File: src/hdl/gbra_pkg.sv
`timescale 1ns / 1ps

package gbra_pkg;

	localparam int CFG_IW = 3;
	localparam int CFG_DW = 16;

	localparam logic [CFG_IW-1:0] REG_INLINE_START    = 3'd0;
	localparam logic [CFG_IW-1:0] REG_CROSSLINE_START = 3'd1;
	localparam logic [CFG_IW-1:0] REG_INLINE_STEP     = 3'd2;
	localparam logic [CFG_IW-1:0] REG_CROSSLINE_STEP  = 3'd3;
	localparam logic [CFG_IW-1:0] REG_ROWS_IN_USE     = 3'd4;
	localparam logic [CFG_IW-1:0] REG_COLS_IN_USE     = 3'd5;

	localparam logic OP_ADD  = 1'b0;
	localparam logic OP_READ = 1'b1;

	// divider: dividend 49b (48b magnitude), divisor 17b (up to 65536)
	localparam int DVD_W = 49;
	localparam int DVS_W = 17;
	localparam int CNT_W = 6;
	localparam int IX_W  = 18;

	localparam logic [CNT_W-1:0] ITER_IDX  = 6'd18;
	localparam logic [CNT_W-1:0] ITER_MEAN = 6'd49;

	localparam int WORD_W = 48;

	typedef struct packed {
		logic             start;
		logic [DVD_W-1:0] dividend;
		logic [DVS_W-1:0] divisor;
		logic [CNT_W-1:0] iters;
	} div_req_t;

	typedef struct packed {
		logic             done;
		logic [DVD_W-1:0] quotient;
	} div_rsp_t;

endpackage

File: src/hdl/gbra_div.sv
`timescale 1ns / 1ps

module gbra_div (
	input  logic              clk,
	input  logic              arst_n,
	input  gbra_pkg::div_req_t req,
	output gbra_pkg::div_rsp_t rsp
);
	import gbra_pkg::*;

	logic [DVS_W-1:0] rem_q;
	logic [DVD_W-1:0] dvd_q;
	logic [DVD_W-1:0] quo_q;
	logic [DVS_W-1:0] dvs_q;
	logic [CNT_W-1:0] cnt_q;
	logic             busy_q;
	logic             done_q;
	logic [DVS_W:0]   trial;
	logic             fits;

	assign trial = {rem_q, dvd_q[DVD_W-1]};
	assign fits  = trial >= {1'b0, dvs_q};

	always_ff @(posedge clk or negedge arst_n) begin
		if (!arst_n) begin
			busy_q <= 1'b0;
			done_q <= 1'b0;
			cnt_q  <= '0;
		end else if (req.start) begin
			busy_q <= 1'b1;
			done_q <= 1'b0;
			cnt_q  <= req.iters;
		end else if (busy_q) begin
			cnt_q <= cnt_q - 1'b1;
			if (cnt_q == CNT_W'(1)) begin
				busy_q <= 1'b0;
				done_q <= 1'b1;
			end
		end else begin
			done_q <= 1'b0;
		end
	end

	always_ff @(posedge clk) begin
		if (req.start) begin
			rem_q <= '0;
			dvd_q <= req.dividend;
			quo_q <= '0;
			dvs_q <= req.divisor;
		end else if (busy_q) begin
			rem_q <= fits ? DVS_W'(trial - {1'b0, dvs_q}) : DVS_W'(trial);
			dvd_q <= {dvd_q[DVD_W-2:0], 1'b0};
			quo_q <= {quo_q[DVD_W-2:0], fits};
		end
	end

	assign rsp.done     = done_q;
	assign rsp.quotient = quo_q;

endmodule

File: config.mk
export PLATFORM = sky130hd
export DESIGN_NAME = gbra_div
export DESIGN_NICKNAME = d
export VERILOG_FILES = /design/src/hdl/gbra_pkg.sv /design/src/hdl/gbra_div.sv
export SDC_FILE = /design/constraint.sdc
export NUM_CORES = 1
export LEC_CHECK = 0
export ABC_CLOCK_PERIOD_IN_PS = 2500
export BUFFER_PORTS_ARGS = -buffer_cell sky130_fd_sc_hd__clkbuf_2
export CORE_ASPECT_RATIO = 0.5
export CORE_MARGIN = 5
export CORE_UTILIZATION = 50
export CTS_CLUSTER_SIZE = 10
export DETAILED_ROUTE_END_ITERATION = 12
export PLACE_DENSITY = 0.76
export SETUP_SLACK_MARGIN = 0.2
export SLEW_MARGIN = 20
export SYNTH_ARGS = -nofsm -noshare
export SYNTH_HDL_FRONTEND = slang
export SYNTH_SLANG_ARGS = --single-unit
File: constraint.sdc
create_clock -name clk -period 2.5 [get_ports clk]
set_clock_uncertainty 0.05 [all_clocks]
set_input_delay 0.25 -clock clk [delete_from_list [all_inputs] [get_ports clk]]
set_output_delay 0.25 -clock clk [all_outputs]
set_load 0.05 [all_outputs]
==> results of run 1 <==
[state kept, by name (all words and copies together), names as in the netlist]
register,count
rem_q,17
dvd_q,49
dvs_q,17
busy_q,1
done_q,1
cnt_q,6
quo_q,49
[worst min path at each step]
stage,depth (start not counted),slack [ps],start,end
6_report,3,10,req[1],cnt_q[1]$_DFFE_PN0P_
3_5_place_dp,1,60,arst_n,cnt_q[4]$_DFFE_PN0P_
5_1_grt,3,10,req[0],cnt_q[0]$_DFFE_PN0P_
3_3_place_gp,1,60,arst_n,cnt_q[4]$_DFFE_PN0P_
2_1_floorplan,0,-100,arst_n,busy_q$_DFF_PN0_
4_1_cts,3,2,req[1],cnt_q[1]$_DFFE_PN0P_
[logic make-up (layout without fill, tap and decap cells)]
logic type      after synthesis  after routing  synth area share, %
simple gates                142            142                 9.97
flops                       140            140                 54.6
mux                          97             97                 16.1
compound gates               88             88                 9.68
buf+inv                      57            235                 3.59
fa+ha+maj                    20             20                 4.02
xor+xnor                     15             15                 2.05
[per-stage QoR]
step	hold slack (ps)	total power (W)	cells	util [%]
after floorplan	-95.6	0.00426	559	-
after global placement	56.2	0.00468	839	57.6
after detailed placement	56.0	0.00474	839	57.6
after CTS	2.27	0.00752	905	65.4
after global routing	13.7	0.00806	907	66.1
final	12.8	0.00772	907	66.1
[cells in the final DEF (no fill, tap or decap), types with 4 or more instances in the layout]
cell,instances
buf_6,6
dlygate4sd3_1,22
clkbuf_16,19
clkbuf_2,125
o21a_1,4
o21ai_1,5
nand4_1,5
inv_1,22
a21oi_1,19
nor3_1,5
a21o_1,5
mux2_2,48
dfrtp_1,7
buf_4,25
mux2i_1,49
nand2_1,35
xor2_1,9
ha_1,18
dfxtp_1,66
nand3_1,10
nand2b_1,5
edfxtp_1,66
xnor2_1,6
nor4_1,4
nor2_1,61
o21ai_0,16
[per-layer routing]
metal	up-vias	global-route usage, %	wire length [um]
met3	27	4.60	774
met4	0	6.78	237
met2	153	32.1	7770
met1	2363	22.6	6200
li1	2355	-	-
met5	-	0	0
[worst reg2reg max path, stage by stage (launching register included)]
cell,delay (ps)
edfxtp_1,390
inv_2,100
ha_4,140
inv_2,30
fa_2,330
a21o_1,200
a221oi_4,320
o211ai_2,150
a21oi_2,260
buf_6,180
mux2i_1,200
a22o_1,150
[cell type report]
class | instances | share of cell area (%)
timing repair buffer | 178 | 13.6
inverter | 25 | 1.17
clock buffer | 21 | 5.82
tap | 170 | 2.55
clock inverter | 11 | 1.25
sequential | 140 | 42.0
multi-input combinational | 362 | 33.6
[power by group through the flow]
stage               combinational (W)  clock, W  sequential [W]
floorplan                     0.00138         0         0.00288
global placement              0.00179         0         0.00289
detailed placement            0.00184         0         0.00290
CTS                           0.00214   0.00252         0.00286
global route                  0.00254   0.00263         0.00290
finish                        0.00236   0.00249         0.00287
[what timing repair did]
| action | 4_1_cts | 5_1_grt |
|---|---|---|
| resized for setup | 22 | 13 |
| endpoints found under the setup margin | 18 | 18 |
| pin swaps | 18 | 11 |
| hold buffers | 22 | 0 |
| buffers inserted | 12 | 2 |
| endpoints found under the hold margin | 29 | 0 |
==> metrics.yaml, run 1 <==
outcome: "finished, violations left"
violations: "negative setup slack"
fin_area_um2: 8340
ff2ff_path_depth: 11
power_density_nw_per_um2: 926
nets: 819
seq_power_share_pct: 37.2
cp_common_cell: "inv_2"
grt_pass1_vias: 4893
htree_levels: 4
die_height_um: 90.1
worstSetupEndpointType: "flip-flop"
via_count: 4898
initial_core_util_pct: 50.8
criticalPathCategory: "flip-flop to flip-flop"
fillers: 975
firstDrtPassIters: 5
critPathLaunch: "dvd_q[48]$_DFFE_PP_"
drt_iter0_drc: 296
setup_violations: 6
grt.total_usage_pct: 18.6
synth_cell_types: 58
min_period_ps: 2550
wirelength_um: 15000
place_area_um2: 7280
dieWidth_um: 170
ys_async_sr_fraction_pct: 5.71
path_cells: "inv_2 -> ha_4 -> inv_2 -> fa_2 -> a21o_1 -> a221oi_4 -> o211ai_2 -> a21oi_2 -> buf_6 -> mux2i_1 -> a22o_1"
via_per_inst: 5.40
tightest_slew_ps: 550
clkSlewWorstSetupHoldPaths_ps: 60
port_buffers: 124
crit_family: "compound AO/OA/AOI/OAI gates"
antenna_found_initial: 0
crit_required_ps: 2800
fin_setup_tns_ps: -136
fin_crit_sh_pct: 102
ys_warn_count: 0
ys_ff_latch: 140
power.share.clock_pct: 32.3
p_int_w: 0.00526
gp_congestion: 0.908
synth_area_per_cell_um2: 11.5
wl_per_cell_um: 16.5
synth_top_flop_cell: "edfxtp_1"
synth_top_area_share_pct: 30.9
ys_top_cells_by_count: "66 x dfxtp_1, 66 x edfxtp_1, 61 x nor2_1, 49 x mux2i_1, 48 x mux2_2"
pwr-share-comb_pct: 30.5
cap_violations: 0
synth.area.top_cells: "edfxtp_1 31%, dfxtp_1 21%, mux2_2 8.4%"
route.detailed.drc: 0
seq_area_um2: 3510
cts_tree: "yes"
cp_slowest_stage_delay_ps: 390
fmax_mhz: 392
grt_max_degree: 39
startpoint_type: "flip-flop"
hp-class: "input port to flip-flop"
max_slew_margin_pct: 63.4
drive_gt1_share_pct: 36.5
post_synth_instance_area_um2: 6410
p_sw_w: 0.00246
pre_cts_ws_ps: -70.1
multi_input_area_um2: 2800
grt_pass1_wl_um: 23400
cts_num_sinks: 140
yosysSeqAreaShare_pct: 54.6
top_level_ports: 125
r2r-end: "rem_q[0]$_SDFFE_PP0P_"
core_area_um2: 12600
switching_share_pct: 31.8
hold_viol_final: 0
rows: 29
area_delta_synth_final_pct: 30.0
endpoint: "rem_q[0]$_SDFFE_PP0P_"
antenna_left: 0
synth_nets: 654
cts_buffer_depth: 2
syn_inst: 559
antenna-diode-count: 0
leakagePower_nw: 3.87
worst-path-stages: 11
r2r_slack_ps: -50
gr-total-overflow: 0
dpl.hpwl_um: 9640
dieArea_um2: 15300
rsz0062_at_grt: "true"
cp_max_fo: 6
cts_buffers: 17
final_max_slew_viol_count: 0
root_buffer: "clkbuf_16"
irDropWorstVdd_uv: 435
synth_edf_count: 66
cp_slowest_cell: "edfxtp_1"
setup_ws_ps: -48.2
clk_latency_ps: 400
arrival_ps: 2850
yosysTopAreaCell: "edfxtp_1"
cp_num_buf_inv: 3
reg2reg_from: "dvd_q[48]$_DFFE_PP_"
Power figures use the tool's default switching activity.
==> run 2: changes to the inputs <==
--- a/config.mk
+++ b/config.mk
@@ -10,8 +10,8 @@
 export CORE_ASPECT_RATIO = 0.5
 export CORE_MARGIN = 5
 export CORE_UTILIZATION = 50
-export CTS_CLUSTER_SIZE = 10
 export DETAILED_ROUTE_END_ITERATION = 12
+export MAX_ROUTING_LAYER = met4
 export PLACE_DENSITY = 0.76
 export SETUP_SLACK_MARGIN = 0.2
 export SLEW_MARGIN = 20
==> run 2 against run 1 <==
  * Cell count unchanged
  * Sequential share of layout area is 0.21 points lower
  * Largest cell class unchanged
  * Critical path type unchanged
  * Die area did not move
  * The flow still finishes with violations (negative setup slack)
  * Highest routed layer unchanged
==> metrics.yaml, run 2 (same netlist as run 1, synthesis figures left out) <==
met1_usage_pct: 23.5  # +0.84 points
rows: 29  # unchanged
p_int_w: 0.00522  # -0.93%
grt.total_usage_pct: 19.7  # +1.0 points
layout_common_cells: "123 x clkbuf_2, 66 x edfxtp_1, 66 x dfxtp_1"
initial_core_util_pct: 50.8  # unchanged
dieWidth_um: 170  # unchanged
criticalPathCategory: "flip-flop to flip-flop"
final_common_cell: "clkbuf_2"
cp_slowest_stage_delay_ps: 380  # about the same
path_cells: "inv_2 -> ha_4 -> inv_2 -> fa_2 -> a21o_1 -> a221oi_4 -> buf_6 -> buf_4 -> o21ai_0 -> xnor2_1 -> o311ai_1"
drive_gt1_share_pct: 36.9  # +0.41 points
clk_latency_ps: 420  # +20 ps
core_area_um2: 12600  # unchanged
nets: 819  # unchanged
power.share.clock_pct: 31.8  # -0.5 points
grt_max_degree: 60  # +54%
wl_per_cell_um: 16.7  # +1.4%
port_buffers: 124  # unchanged
hold_viol_final: 0  # unchanged
grt_pass1_vias: 4834  # -1.2%
switching_share_pct: 33.2  # +1.4 points
clkSlewWorstSetupHoldPaths_ps: 70  # about the same
seq_power_share_pct: 36.8  # -0.4 points
min_period_ps: 2590  # +37.7 ps
arrival_ps: 2840  # about the same
drt_iter0_drc: 352  # +19%
dp.cells: 838  # -0.12%
cp_max_fo: 5  # -1
gr-total-overflow: 0  # unchanged
grt_pass1_wl_um: 23800  # +1.3%
crit_required_ps: 2750  # -50 ps
reg_top3: "dvd_q (49), quo_q (49)"
root_buffer: "clkbuf_16"
worstSetupEndpointType: "flip-flop"
hp-class: "input port to flip-flop"
whs_ps: 7.97  # -4.84 ps
cts_num_sinks: 140  # unchanged
cts_buffers: 17  # unchanged
violations: "negative setup slack"
irDropWorstVdd_uv: 600  # +38%
wirelength_um: 15200  # +1.4%
fmax_mhz: 387  # -1.5%
route.detailed.drc: 0  # unchanged
htree_levels: 4  # unchanged
setup_ws_ps: -85.9  # -37.7 ps
cts_tree: "yes"
fin_setup_tns_ps: -188  # -52.9 ps
die_height_um: 90.1  # unchanged
rsz0062_at_grt: "true"
startpoint_type: "flip-flop"
leakagePower_nw: 3.89  # +0.66%
gp_congestion: 0.885  # -2.6%
grtUsageMet3_pct: 3.94  # -0.66 points
cap_violations: 0  # unchanged
antenna-diode-count: 0  # unchanged
top_usage_layer: "met2"
area_delta_synth_final_pct: 30.7
firstDrtPassIters: 5  # unchanged
grt.met2_usage_pct: 32.6  # +0.46 points
outcome: "finished, violations left"
cts_buffer_depth: 2  # unchanged
p_sw_w: 0.00260  # +5.8%
final_cells: 907  # unchanged
dpl.hpwl_um: 9700  # +0.63%
cp_common_cell: "inv_2"
via_count: 4962  # +1.3%
final_max_slew_viol_count: 0  # unchanged
fin_crit_sh_pct: 103  # +1.5 points
top_level_ports: 125  # unchanged
cp_slowest_cell: "edfxtp_1"
antenna_left: 0  # unchanged
dieArea_um2: 15300  # unchanged
tightest_slew_ps: 720  # +170 ps
pwr-share-comb_pct: 31.4  # +0.9 points
power_density_nw_per_um2: 932  # +0.70%
setup_violations: 6  # unchanged
via_per_inst: 5.47  # +1.3%
antenna_found_initial: 0  # unchanged
max_slew_margin_pct: 51.9  # -11 points
run 2: cell types whose count changed in the layout (fill, tap and decap cells not counted), sizes merged:
cell and delta:
inv +6, clkbuf -4, clkinv -2, a21o +1, buf -1
run 2: layer usage:
metal | vias up | part of all wire (%)
met5 | - | 0
met4 | 0 | 2.5
met3 | 43 | 5.5
met2 | 184 | 52
met1 | 2373 | 40
li1 | 2362 | -
run 2: area by class of cell:
type                       count  area (um2)
inverter                      25        97.6
tap                          170         213
timing repair buffer         177        1140
sequential                   140        3510
clock buffer                  17         425
fill                         959        4250
multi-input combinational    363        2850
clock inverter                15         149
run 2: power by group through the flow:
| stage | sequential [W] | combinational, W | clock (W) |
|---|---|---|---|
| after floorplan | 0.00288 | 0.00138 | 0 |
| after global placement | 0.00289 | 0.00177 | 0 |
| after detailed placement | 0.00290 | 0.00182 | 0 |
| after CTS | 0.00286 | 0.00213 | 0.00251 |
| after global routing | 0.00290 | 0.00262 | 0.00263 |
| final | 0.00288 | 0.00245 | 0.00248 |
run 2: worst paths after layout:
kind / start / end / slack (ps) / depth (start not counted)
worst max-delay path: dvd_q[48]$_DFFE_PP_ / rem_q[10]$_SDFFE_PP0P_ / -90 / 11
worst min register to register: rem_q[13]$_SDFFE_PP0P_ / rem_q[13]$_SDFFE_PP0P_ / 450 / 2
min in group asynchronous: arst_n / cnt_q[4]$_DFFE_PN0P_ / 170 / 2
worst min-delay path: req[0] / cnt_q[0]$_DFFE_PN0P_ / 8 / 3
worst max register to register: dvd_q[48]$_DFFE_PP_ / rem_q[10]$_SDFFE_PP0P_ / -90 / 11
max in group asynchronous: arst_n / busy_q$_DFF_PN0_ / 2020 / 2
run 2: metrics by stage:
| step | setup WS [ps] | instance area [um2] | utilization, % | total power, W |
|---|---|---|---|---|
| 2_1_floorplan | 49.8 | 6430 | - | 0.00426 |
| 3_3_place_gp | 29.7 | 7280 | 57.7 | 0.00466 |
| 3_5_place_dp | -36.2 | 7280 | 57.7 | 0.00472 |
| 4_1_cts | 33.1 | 8230 | 65.2 | 0.00750 |
| 5_1_grt | -180 | 8380 | 66.4 | 0.00815 |
| 6_report | -85.9 | 8380 | 66.4 | 0.00781 |
run 2: critical path: cells and delay by family (launching register included):
family	cells	cell delay (ps)
buf+inv	4	420
compound gates	4	960
flops	1	380
xor+xnor	1	170
fa+ha+maj	2	480
run 2: what timing repair did:
action	4_1_cts	5_1_grt
endpoints found under the hold margin	29	0
setup endpoints to repair	18	18
resized for setup	22	19
setup buffers	8	5
cloned	1	1
hold buffers	22	0
pin swaps	12	12
